File: src/hta_pkg.sv
package hta_pkg;

  localparam int MODE_W   = 2;
  localparam int POS_W    = 10;
  localparam int RAD_W    = 6;
  localparam int PEAK_W   = 18;
  localparam int CELL_W   = 17;
  localparam int CFG_W    = 9;
  localparam int R2_W     = 12;
  localparam int PROD_W   = PEAK_W + R2_W;
  localparam int COORD_W  = 14;
  localparam int DIFF_W   = 7;
  localparam int SQ_W     = 2 * DIFF_W;
  localparam int H_W      = 15;
  localparam int DCNT_W   = 5;

  localparam logic [MODE_W-1:0] MODE_CLEAR = 2'd0;
  localparam logic [MODE_W-1:0] MODE_HILL  = 2'd1;
  localparam logic [MODE_W-1:0] MODE_READ  = 2'd2;

  localparam logic CFG_ROWS = 1'b0;
  localparam logic CFG_COLS = 1'b1;

  localparam logic [CELL_W-1:0] ONE_FIXED = 17'h10000;

  typedef struct packed {
    logic [MODE_W-1:0]         mode;
    logic signed [COORD_W-1:0] cr;
    logic signed [COORD_W-1:0] cc;
    logic signed [COORD_W-1:0] row_lo;
    logic signed [COORD_W-1:0] row_end;
    logic signed [COORD_W-1:0] col_lo;
    logic signed [COORD_W-1:0] col_end;
    logic [RAD_W-1:0]          rad;
    logic [R2_W-1:0]           r2;
    logic [PEAK_W-1:0]         peak;
  } hta_cmd_t;

  typedef struct packed {
    logic [COORD_W-1:0] rows;
    logic [COORD_W-1:0] cols;
  } hta_size_t;

endpackage

File: src/hta_in_if.sv
interface hta_in_if;
  logic                                valid;
  logic                                ready;
  logic [hta_pkg::MODE_W-1:0]          mode;
  logic signed [hta_pkg::POS_W-1:0]    center_row;
  logic signed [hta_pkg::POS_W-1:0]    center_col;
  logic [hta_pkg::RAD_W-1:0]           radius;
  logic [hta_pkg::PEAK_W-1:0]          peak_height;

  modport source (output valid, mode, center_row, center_col, radius, peak_height,
                  input ready);
  modport sink (input valid, mode, center_row, center_col, radius, peak_height,
                output ready);
endinterface

File: src/hta_front.sv
module hta_front #(
  parameter int MAX_RADIUS = 63
) (
  input  logic              clk,
  input  logic              rst,
  input  logic              hold,
  hta_in_if.sink            in_ch,
  output logic              cmd_valid,
  input  logic              cmd_ready,
  output hta_pkg::hta_cmd_t cmd
);
  import hta_pkg::*;

  hta_cmd_t         fifo [2];
  logic             wr_ptr;
  logic             rd_ptr;
  logic [1:0]       count;
  hta_cmd_t         new_cmd;
  logic [RAD_W-1:0] rad;
  logic             push;
  logic             pop;

  // Radius is clamped to the largest supported hill and the scan bounds are
  // worked out here, so the back end only walks counters.
  always_comb begin
    rad = (32'(in_ch.radius) > MAX_RADIUS) ? RAD_W'(MAX_RADIUS) : in_ch.radius;
    new_cmd.mode    = in_ch.mode;
    new_cmd.cr      = COORD_W'(in_ch.center_row);
    new_cmd.cc      = COORD_W'(in_ch.center_col);
    new_cmd.rad     = rad;
    new_cmd.r2      = R2_W'(rad) * R2_W'(rad);
    new_cmd.peak    = in_ch.peak_height;
    new_cmd.row_lo  = new_cmd.cr - $signed({{(COORD_W-RAD_W){1'b0}}, rad});
    new_cmd.row_end = new_cmd.cr + $signed({{(COORD_W-RAD_W){1'b0}}, rad});
    new_cmd.col_lo  = new_cmd.cc - $signed({{(COORD_W-RAD_W){1'b0}}, rad});
    new_cmd.col_end = new_cmd.cc + $signed({{(COORD_W-RAD_W){1'b0}}, rad});
  end

  assign in_ch.ready = (count != 2'd2) && !hold;
  assign push        = in_ch.valid && in_ch.ready;
  assign cmd_valid   = (count != 2'd0);
  assign cmd         = fifo[rd_ptr];
  assign pop         = cmd_valid && cmd_ready;

  always_ff @(posedge clk) begin
    if (push) begin
      fifo[wr_ptr] <= new_cmd;
    end
    if (rst) begin
      wr_ptr <= 1'b0;
      rd_ptr <= 1'b0;
      count  <= 2'd0;
    end else begin
      if (push) wr_ptr <= !wr_ptr;
      if (pop) rd_ptr <= !rd_ptr;
      count <= count + 2'(push) - 2'(pop);
    end
  end
endmodule

File: src/flat_wrapper.sv
// flat-port wrapper written by rule: the top's interface ports become plain ports
module hta_front_flat import hta_pkg::*;
#(
  parameter int MAX_RADIUS = 63
)
  (clk, rst, hold, cmd_valid, cmd_ready, cmd, in_ch_valid, in_ch_mode, in_ch_center_row, in_ch_center_col, in_ch_radius, in_ch_peak_height, in_ch_ready);
  hta_in_if in_ch_i ();
  input  logic clk;
  input  logic rst;
  input  logic hold;
  output logic cmd_valid;
  input  logic cmd_ready;
  output hta_pkg::hta_cmd_t cmd;
  input wire logic [$bits(in_ch_i.valid)-1:0] in_ch_valid;
  input wire logic [$bits(in_ch_i.mode)-1:0] in_ch_mode;
  input wire logic [$bits(in_ch_i.center_row)-1:0] in_ch_center_row;
  input wire logic [$bits(in_ch_i.center_col)-1:0] in_ch_center_col;
  input wire logic [$bits(in_ch_i.radius)-1:0] in_ch_radius;
  input wire logic [$bits(in_ch_i.peak_height)-1:0] in_ch_peak_height;
  output wire logic [$bits(in_ch_i.ready)-1:0] in_ch_ready;
  assign in_ch_i.valid = in_ch_valid;
  assign in_ch_i.mode = in_ch_mode;
  assign in_ch_i.center_row = in_ch_center_row;
  assign in_ch_i.center_col = in_ch_center_col;
  assign in_ch_i.radius = in_ch_radius;
  assign in_ch_i.peak_height = in_ch_peak_height;
  assign in_ch_ready = in_ch_i.ready;
  hta_front #(.MAX_RADIUS(MAX_RADIUS)) u_core (.clk(clk), .rst(rst), .hold(hold), .in_ch(in_ch_i), .cmd_valid(cmd_valid), .cmd_ready(cmd_ready), .cmd(cmd));
endmodule
File: config.mk
export PLATFORM = sky130hd
export DESIGN_NAME = hta_front_flat
export DESIGN_NICKNAME = d
export VERILOG_FILES = /design/src/hta_pkg.sv /design/src/hta_in_if.sv /design/src/hta_front.sv /design/src/flat_wrapper.sv
export SDC_FILE = /design/constraint.sdc
export NUM_CORES = 1
export LEC_CHECK = 0
export BUFFER_PORTS_ARGS = -buffer_cell sky130_fd_sc_hd__buf_2
export CAP_MARGIN = 0
export CORE_MARGIN = 2
export CORE_UTILIZATION = 48
export CTS_CLUSTER_DIAMETER = 100
export DETAILED_ROUTE_END_ITERATION = 6
export GPL_ROUTABILITY_DRIVEN = 0
export PLACE_DENSITY = 0.77
export SETUP_SLACK_MARGIN = 0.4
export SYNTH_ARGS = -nofsm -noshare
export SYNTH_HDL_FRONTEND = slang
export SYNTH_SLANG_ARGS = --single-unit
File: constraint.sdc
create_clock -name clk -period 6.56 [get_ports clk]
set_clock_uncertainty 0.05 [all_clocks]
set_input_delay 0.656 -clock clk [delete_from_list [all_inputs] [get_ports clk]]
set_output_delay 0.656 -clock clk [all_outputs]
set_load 0.02 [all_outputs]
======== Word-level counts from Yosys, hierarchy flattened ========
Memory sizes are Yosys's and may differ from the RTL's. A register that Yosys moved wholly into a read port is not among the register bits.
Index checks and enable logic that the tools add are counted.
operators by class
  add/sub/neg operators ................... 6
  $mul .................................... 1
  divide/modulo/power cells ............... 0
  $lt $le $gt $ge ......................... 0
  equality and inequality tests ........... 1
  shift operators ......................... 0
  multiplexer cells ....................... 4
  bitwise operators ....................... 0
  reduce and logical (&&, ||, !) cells .... 7
operator list
  cell                count
  $add 10x7->11       2
  $sub 10x7->11       2
  $mul 6x6->12        1
  $mux 1              4
  $logic_and 1x1->1   3
  $logic_not 1->1     3
  $add 2x1->2         1
  $ne 2x2->1 const B  1
  $reduce_bool 2->1   1
  $sub 2x1->2         1
word-level totals
  bits in registers ....................... 4
  latch bits .............................. 0
  bits in writable memories ............... 244
  memory bits (read-only) ................. 0
  input port bits ......................... 51
  output and inout bits ................... 124
  word-level logic and storage cells ...... 23
  memories ................................ 1
memories
  name         words  width  rd ports  clocked after Yosys merged registers in  write ports  RTL line         source
  u_core.fifo  2      122    1         1                                        1            hta_front.sv:14  hta_cmd_t fifo [2];

======== Longest topological paths before layout ========
  depth in word-level cells ............... 5
  gate-level depth with buffers ........... 14
  depth with buffers taken out ............ 14

======== Worst setup path after synthesis ========
OpenSTA, ideal clock, no wires.
  kind .................................... input to register
  start point ............................. in hold
  end point ............................... mem u_core.fifo[0][0] in the netlist's numbering, enable pin
  library setup time ...................... 556 ps
  data arrival time ....................... 5354 ps
  data required time ...................... 5954 ps
  slack ................................... 600 ps
  stages .................................. 3
  path buffers ............................ 0
  cells stage by stage .................... a21oi_1 nand2_1 nor2_1
on the way
  longest elaborated chain between the ends .. 5
RTL lines
  element                       RTL line            source
  start, declared               flat_wrapper.sv:10  input logic hold;
  $logic_not 1->1               hta_front.sv:39     assign in_ch.ready = (count != 2'd2) && !hold;
  $logic_and 1x1->1             hta_front.sv:39
  $logic_and 1x1->1             hta_front.sv:40     assign push = in_ch.valid && in_ch.ready;
  $mux 1                        hta_front.sv:46     if (push) begin
  $mux 1 (implied by the code)  hta_front.sv:47     fifo[wr_ptr] <= new_cmd;
  end, declared                 hta_front.sv:14
No other way between the ends.

==> impl_summary.log <==
INFO  metric regToRegSetupSlack = 4000 ps
INFO  metric dp_hpwl = 12600 µm
INFO  metric post_synth_instance_area = 9570 µm²
INFO  metric finalHoldViolCount = 0
INFO  metric yosys_register_bits = 201
INFO  metric cell_depth_of_the_worst_flop_to_flop_path = 6
INFO  metric detail_route.drc_violations = 0
INFO  metric crit_fanout = 10
INFO  metric met2_length = 9020 µm
INFO  metric met3_length = 978 µm
INFO  metric maxCapViolations = 0
INFO  metric fin_tns_setup = 0 ps
INFO  metric cp-start-kind = input port
INFO  metric die_height = 145 µm
INFO  metric setup_viol = 0
INFO  metric timing.final.max_slew_violations = 0
INFO  metric num-fill-cells = 1571
INFO  metric initial_utilization = 0.490
INFO  metric cts_htree_levels = 1
INFO  metric cts_resized = 0
INFO  metric worst_r2r_endpoint = u_core.fifo[0][55]
INFO  metric synth_enable_flop_cells = 196
INFO  metric max_slew_margin = 0.424
INFO  metric yosys_warnings = 0
INFO  metric clk_path_buf_depth = 3
INFO  metric power_per_cell_area = 340 nW/µm²
INFO  metric placementRows = 51
INFO  metric numClockSinks = 201
INFO  metric final_common_cell = sky130_fd_sc_hd__edfxtp_1
INFO  metric dieWidth = 145 µm
INFO  metric final_nets = 898
INFO  metric cp.arrival = 4260 ps
INFO  metric grt_remaining_overflow = 0
INFO  metric post_cts_buffers = 0
INFO  metric total_power = 3.80 mW
INFO  metric via_count = 5403
INFO  metric number_of_antenna_violations_at_the_first_check_in_global_routing = 2
INFO  metric post_synth_inst_count = 639
INFO  metric total_leakage_power = 4.32 nW
INFO  metric synth-seq-area-share = 0.625
INFO  metric ctsRootBufferMaster = sky130_fd_sc_hd__clkbuf_16
INFO  metric min-delay-path-class = input port to flip-flop
INFO  metric clock_tree_from_tritoncts = done
INFO  metric ys_async_sr_fraction = 0
INFO  metric total_routing_usage_gr = 0.174
INFO  metric highest_layer = met4
INFO  metric grt_start_max_net_pins = 63
INFO  metric slowest_stage = sky130_fd_sc_hd__fa_1
INFO  metric status = completed
INFO  metric drt-met1-wl = 8160 µm
INFO  metric ant_nets = 0
INFO  metric min_to = u_core.fifo[0][17]
INFO  metric layout-drive-gt1-share = 0.394
INFO  metric tritoncts.num_buffers = 22
INFO  metric floorplan.die_area = 21100 µm²
INFO  metric design_area = 11200 µm²
INFO  metric clock_latency = 490 ps
INFO  metric slowest_delay = 550 ps
INFO  metric synth_top_flop_cell = sky130_fd_sc_hd__edfxtp_1
INFO  metric worst_pin_slew = 865 ps
INFO  metric cts.clk_slew.worst_paths = 60 ps
INFO  metric layout.cells.most_common_list = sky130_fd_sc_hd__edfxtp_1 (196), sky130_fd_sc_hd__buf_2 (173), sky130_fd_sc_hd__mux2_2 (98)
INFO  metric yosys.cell_types.count = 47
INFO  metric layout-area-overhead-vs-synth = 16.8%
INFO  metric placed_area = 10500 µm²
INFO  metric ctsHoldBuffers = 0
INFO  metric critPathRequiredTime = 6750 ps
INFO  metric achievable-frequency = 0.246 GHz
INFO  metric drt-pass1-iter-count = 4
INFO  metric grt_pass1_vias = 5530
INFO  metric min_period = 4070 ps
INFO  metric worst_path_class_setup = input port to flip-flop
INFO  metric final_cell_count_no_fill = 1078
INFO  metric place.port_buffers = 173
INFO  metric critical-path-top-delay-family = adder cells
INFO  metric cp_cell_sequence = buf_2, inv_1, nor2_1, fa_1, inv_1, fa_1, fa_1, inv_1, ha_1, a21oi_2, nor2_1, a2111oi_4, a21oi_1, xnor2_1
INFO  metric timing.critical_path.to_type = flip-flop
INFO  metric fin_util = 0.573
INFO  metric rsz0062_at_grt = no
INFO  metric io_pins = 175
INFO  metric placedCellCount = 1037
INFO  metric drt-vias-per-instance = 5.01
INFO  metric worst_vdd_rail_ir_drop = 238 µV
INFO  metric min-delay-start = in_ch_peak_height[17]
INFO  metric min_delay_path_depth = 1
INFO  metric wire_per_inst = 17.2 µm
INFO  metric fp.coreArea = 19500 µm²
INFO  metric grt_pass1_wl = 29400 µm
INFO  metric critPathBufInv = 4
INFO  metric worst_r2r_startpoint = u_core.count[0]
INFO  metric wirelength = 18500 µm
INFO  metric timing.final.crit_share = 0.621
INFO  metric synth_nets = 741
INFO  metric drt_iter0_markers = 307
INFO  metric syn_avg_cell_area = 15.0 µm²
metal layers:
metal / vias up / track usage
met3: 29 / 0.0327
li1: 2609 / -
met4: 0 / 0.0559
met1: 2605 / 0.233
met5: - / 0
met2: 160 / 0.289
synth_stat cells, types with 2 or more instances:
cell | number | area (µm²)
sky130_fd_sc_hd__o21bai_1 | 8 | 60.1
sky130_fd_sc_hd__o41ai_1 | 2 | 17.5
sky130_fd_sc_hd__ha_1 | 39 | 488
sky130_fd_sc_hd__buf_4 | 24 | 180
sky130_fd_sc_hd__dfxtp_1 | 5 | 100
sky130_fd_sc_hd__mux2_2 | 98 | 1100
sky130_fd_sc_hd__a21oi_2 | 3 | 26.3
sky130_fd_sc_hd__nand2_1 | 14 | 52.6
sky130_fd_sc_hd__buf_2 | 17 | 85.1
sky130_fd_sc_hd__nor3_1 | 7 | 35.0
sky130_fd_sc_hd__or4_4 | 2 | 22.5
sky130_fd_sc_hd__edfxtp_1 | 196 | 5890
sky130_fd_sc_hd__xnor2_1 | 25 | 219
sky130_fd_sc_hd__o21ai_0 | 3 | 15.0
sky130_fd_sc_hd__xor2_1 | 11 | 96.3
sky130_fd_sc_hd__o211ai_2 | 2 | 25.0
sky130_fd_sc_hd__clkbuf_1 | 2 | 7.51
sky130_fd_sc_hd__inv_1 | 47 | 176
sky130_fd_sc_hd__nand2b_1 | 8 | 50.1
sky130_fd_sc_hd__o21a_1 | 4 | 30.0
sky130_fd_sc_hd__fa_1 | 12 | 240
sky130_fd_sc_hd__and2_1 | 5 | 31.3
sky130_fd_sc_hd__xnor2_2 | 2 | 32.5
sky130_fd_sc_hd__nand3b_4 | 2 | 40.0
sky130_fd_sc_hd__a31oi_1 | 2 | 12.5
sky130_fd_sc_hd__a211oi_1 | 2 | 15.0
sky130_fd_sc_hd__nor2b_1 | 11 | 68.8
sky130_fd_sc_hd__mux2i_1 | 2 | 20.0
sky130_fd_sc_hd__nor2_1 | 39 | 146
sky130_fd_sc_hd__a21oi_1 | 12 | 60.1
sky130_fd_sc_hd__nand3_1 | 6 | 30.0
sky130_fd_sc_hd__and3_1 | 4 | 25.0
sky130_fd_sc_hd__o21ai_1 | 9 | 45.0
stage by stage:
stage	hold slack, ps	setup WS (ps)
final	299	2490
after floorplan	431	600
after global placement	448	2050
after global routing	283	2270
after CTS	279	2490
after detailed placement	459	1980
worst max path at each step:
stage,cells after the start,slack [ps],start,endpoint
2_1_floorplan,3,600,hold,u_core.fifo[0][0]
3_3_place_gp,14,2050,in_ch_radius[1],u_core.fifo[0][29]
3_5_place_dp,14,1980,in_ch_radius[1],u_core.fifo[0][29]
4_1_cts,14,2490,in_ch_radius[1],u_core.fifo[0][29]
5_1_grt,14,2270,in_ch_radius[1],u_core.fifo[0][29]
6_report,14,2490,in_ch_radius[1],u_core.fifo[0][29]
layout make-up:
cell class	instances	area, µm²	share of cell area
Clock inverter	10	48.8	0.00436
Clock buffer	30	602	0.0538
Inverter	47	176	0.0158
Sequential cell	201	5990	0.535
Tap cell	265	332	0.0296
Multi-Input combinational cell	347	3140	0.281
Timing Repair Buffer	177	896	0.0801
Antenna cell	1	2.50	0.000224
registers in the layout, summed over array words and instances (netlist names), named ones only:
name and cells:
u_core.count 2, u_core.fifo 196, u_core.rd_ptr 1, u_core.wr_ptr 1
power by group:
group / internal [mW] / switching, mW
combinational: 0.427 / 0.652
clock: 0.642 / 0.465
sequential: 1.56 / 0.0559
total: 2.63 / 1.17
cells by family after synthesis:
logic type,Yosys count,synth area share
adders and majority gates,51,0.0761
xor gates and xnor gates,38,0.0363
DFF,201,0.625
buffers and inverters,91,0.0481
muxes,100,0.117
AOI/OAI and AO/OA,55,0.0413
other,1,0.000392
and+or+nand+nor,102,0.0553
Note: power is estimated with default switching activity, not from simulation.
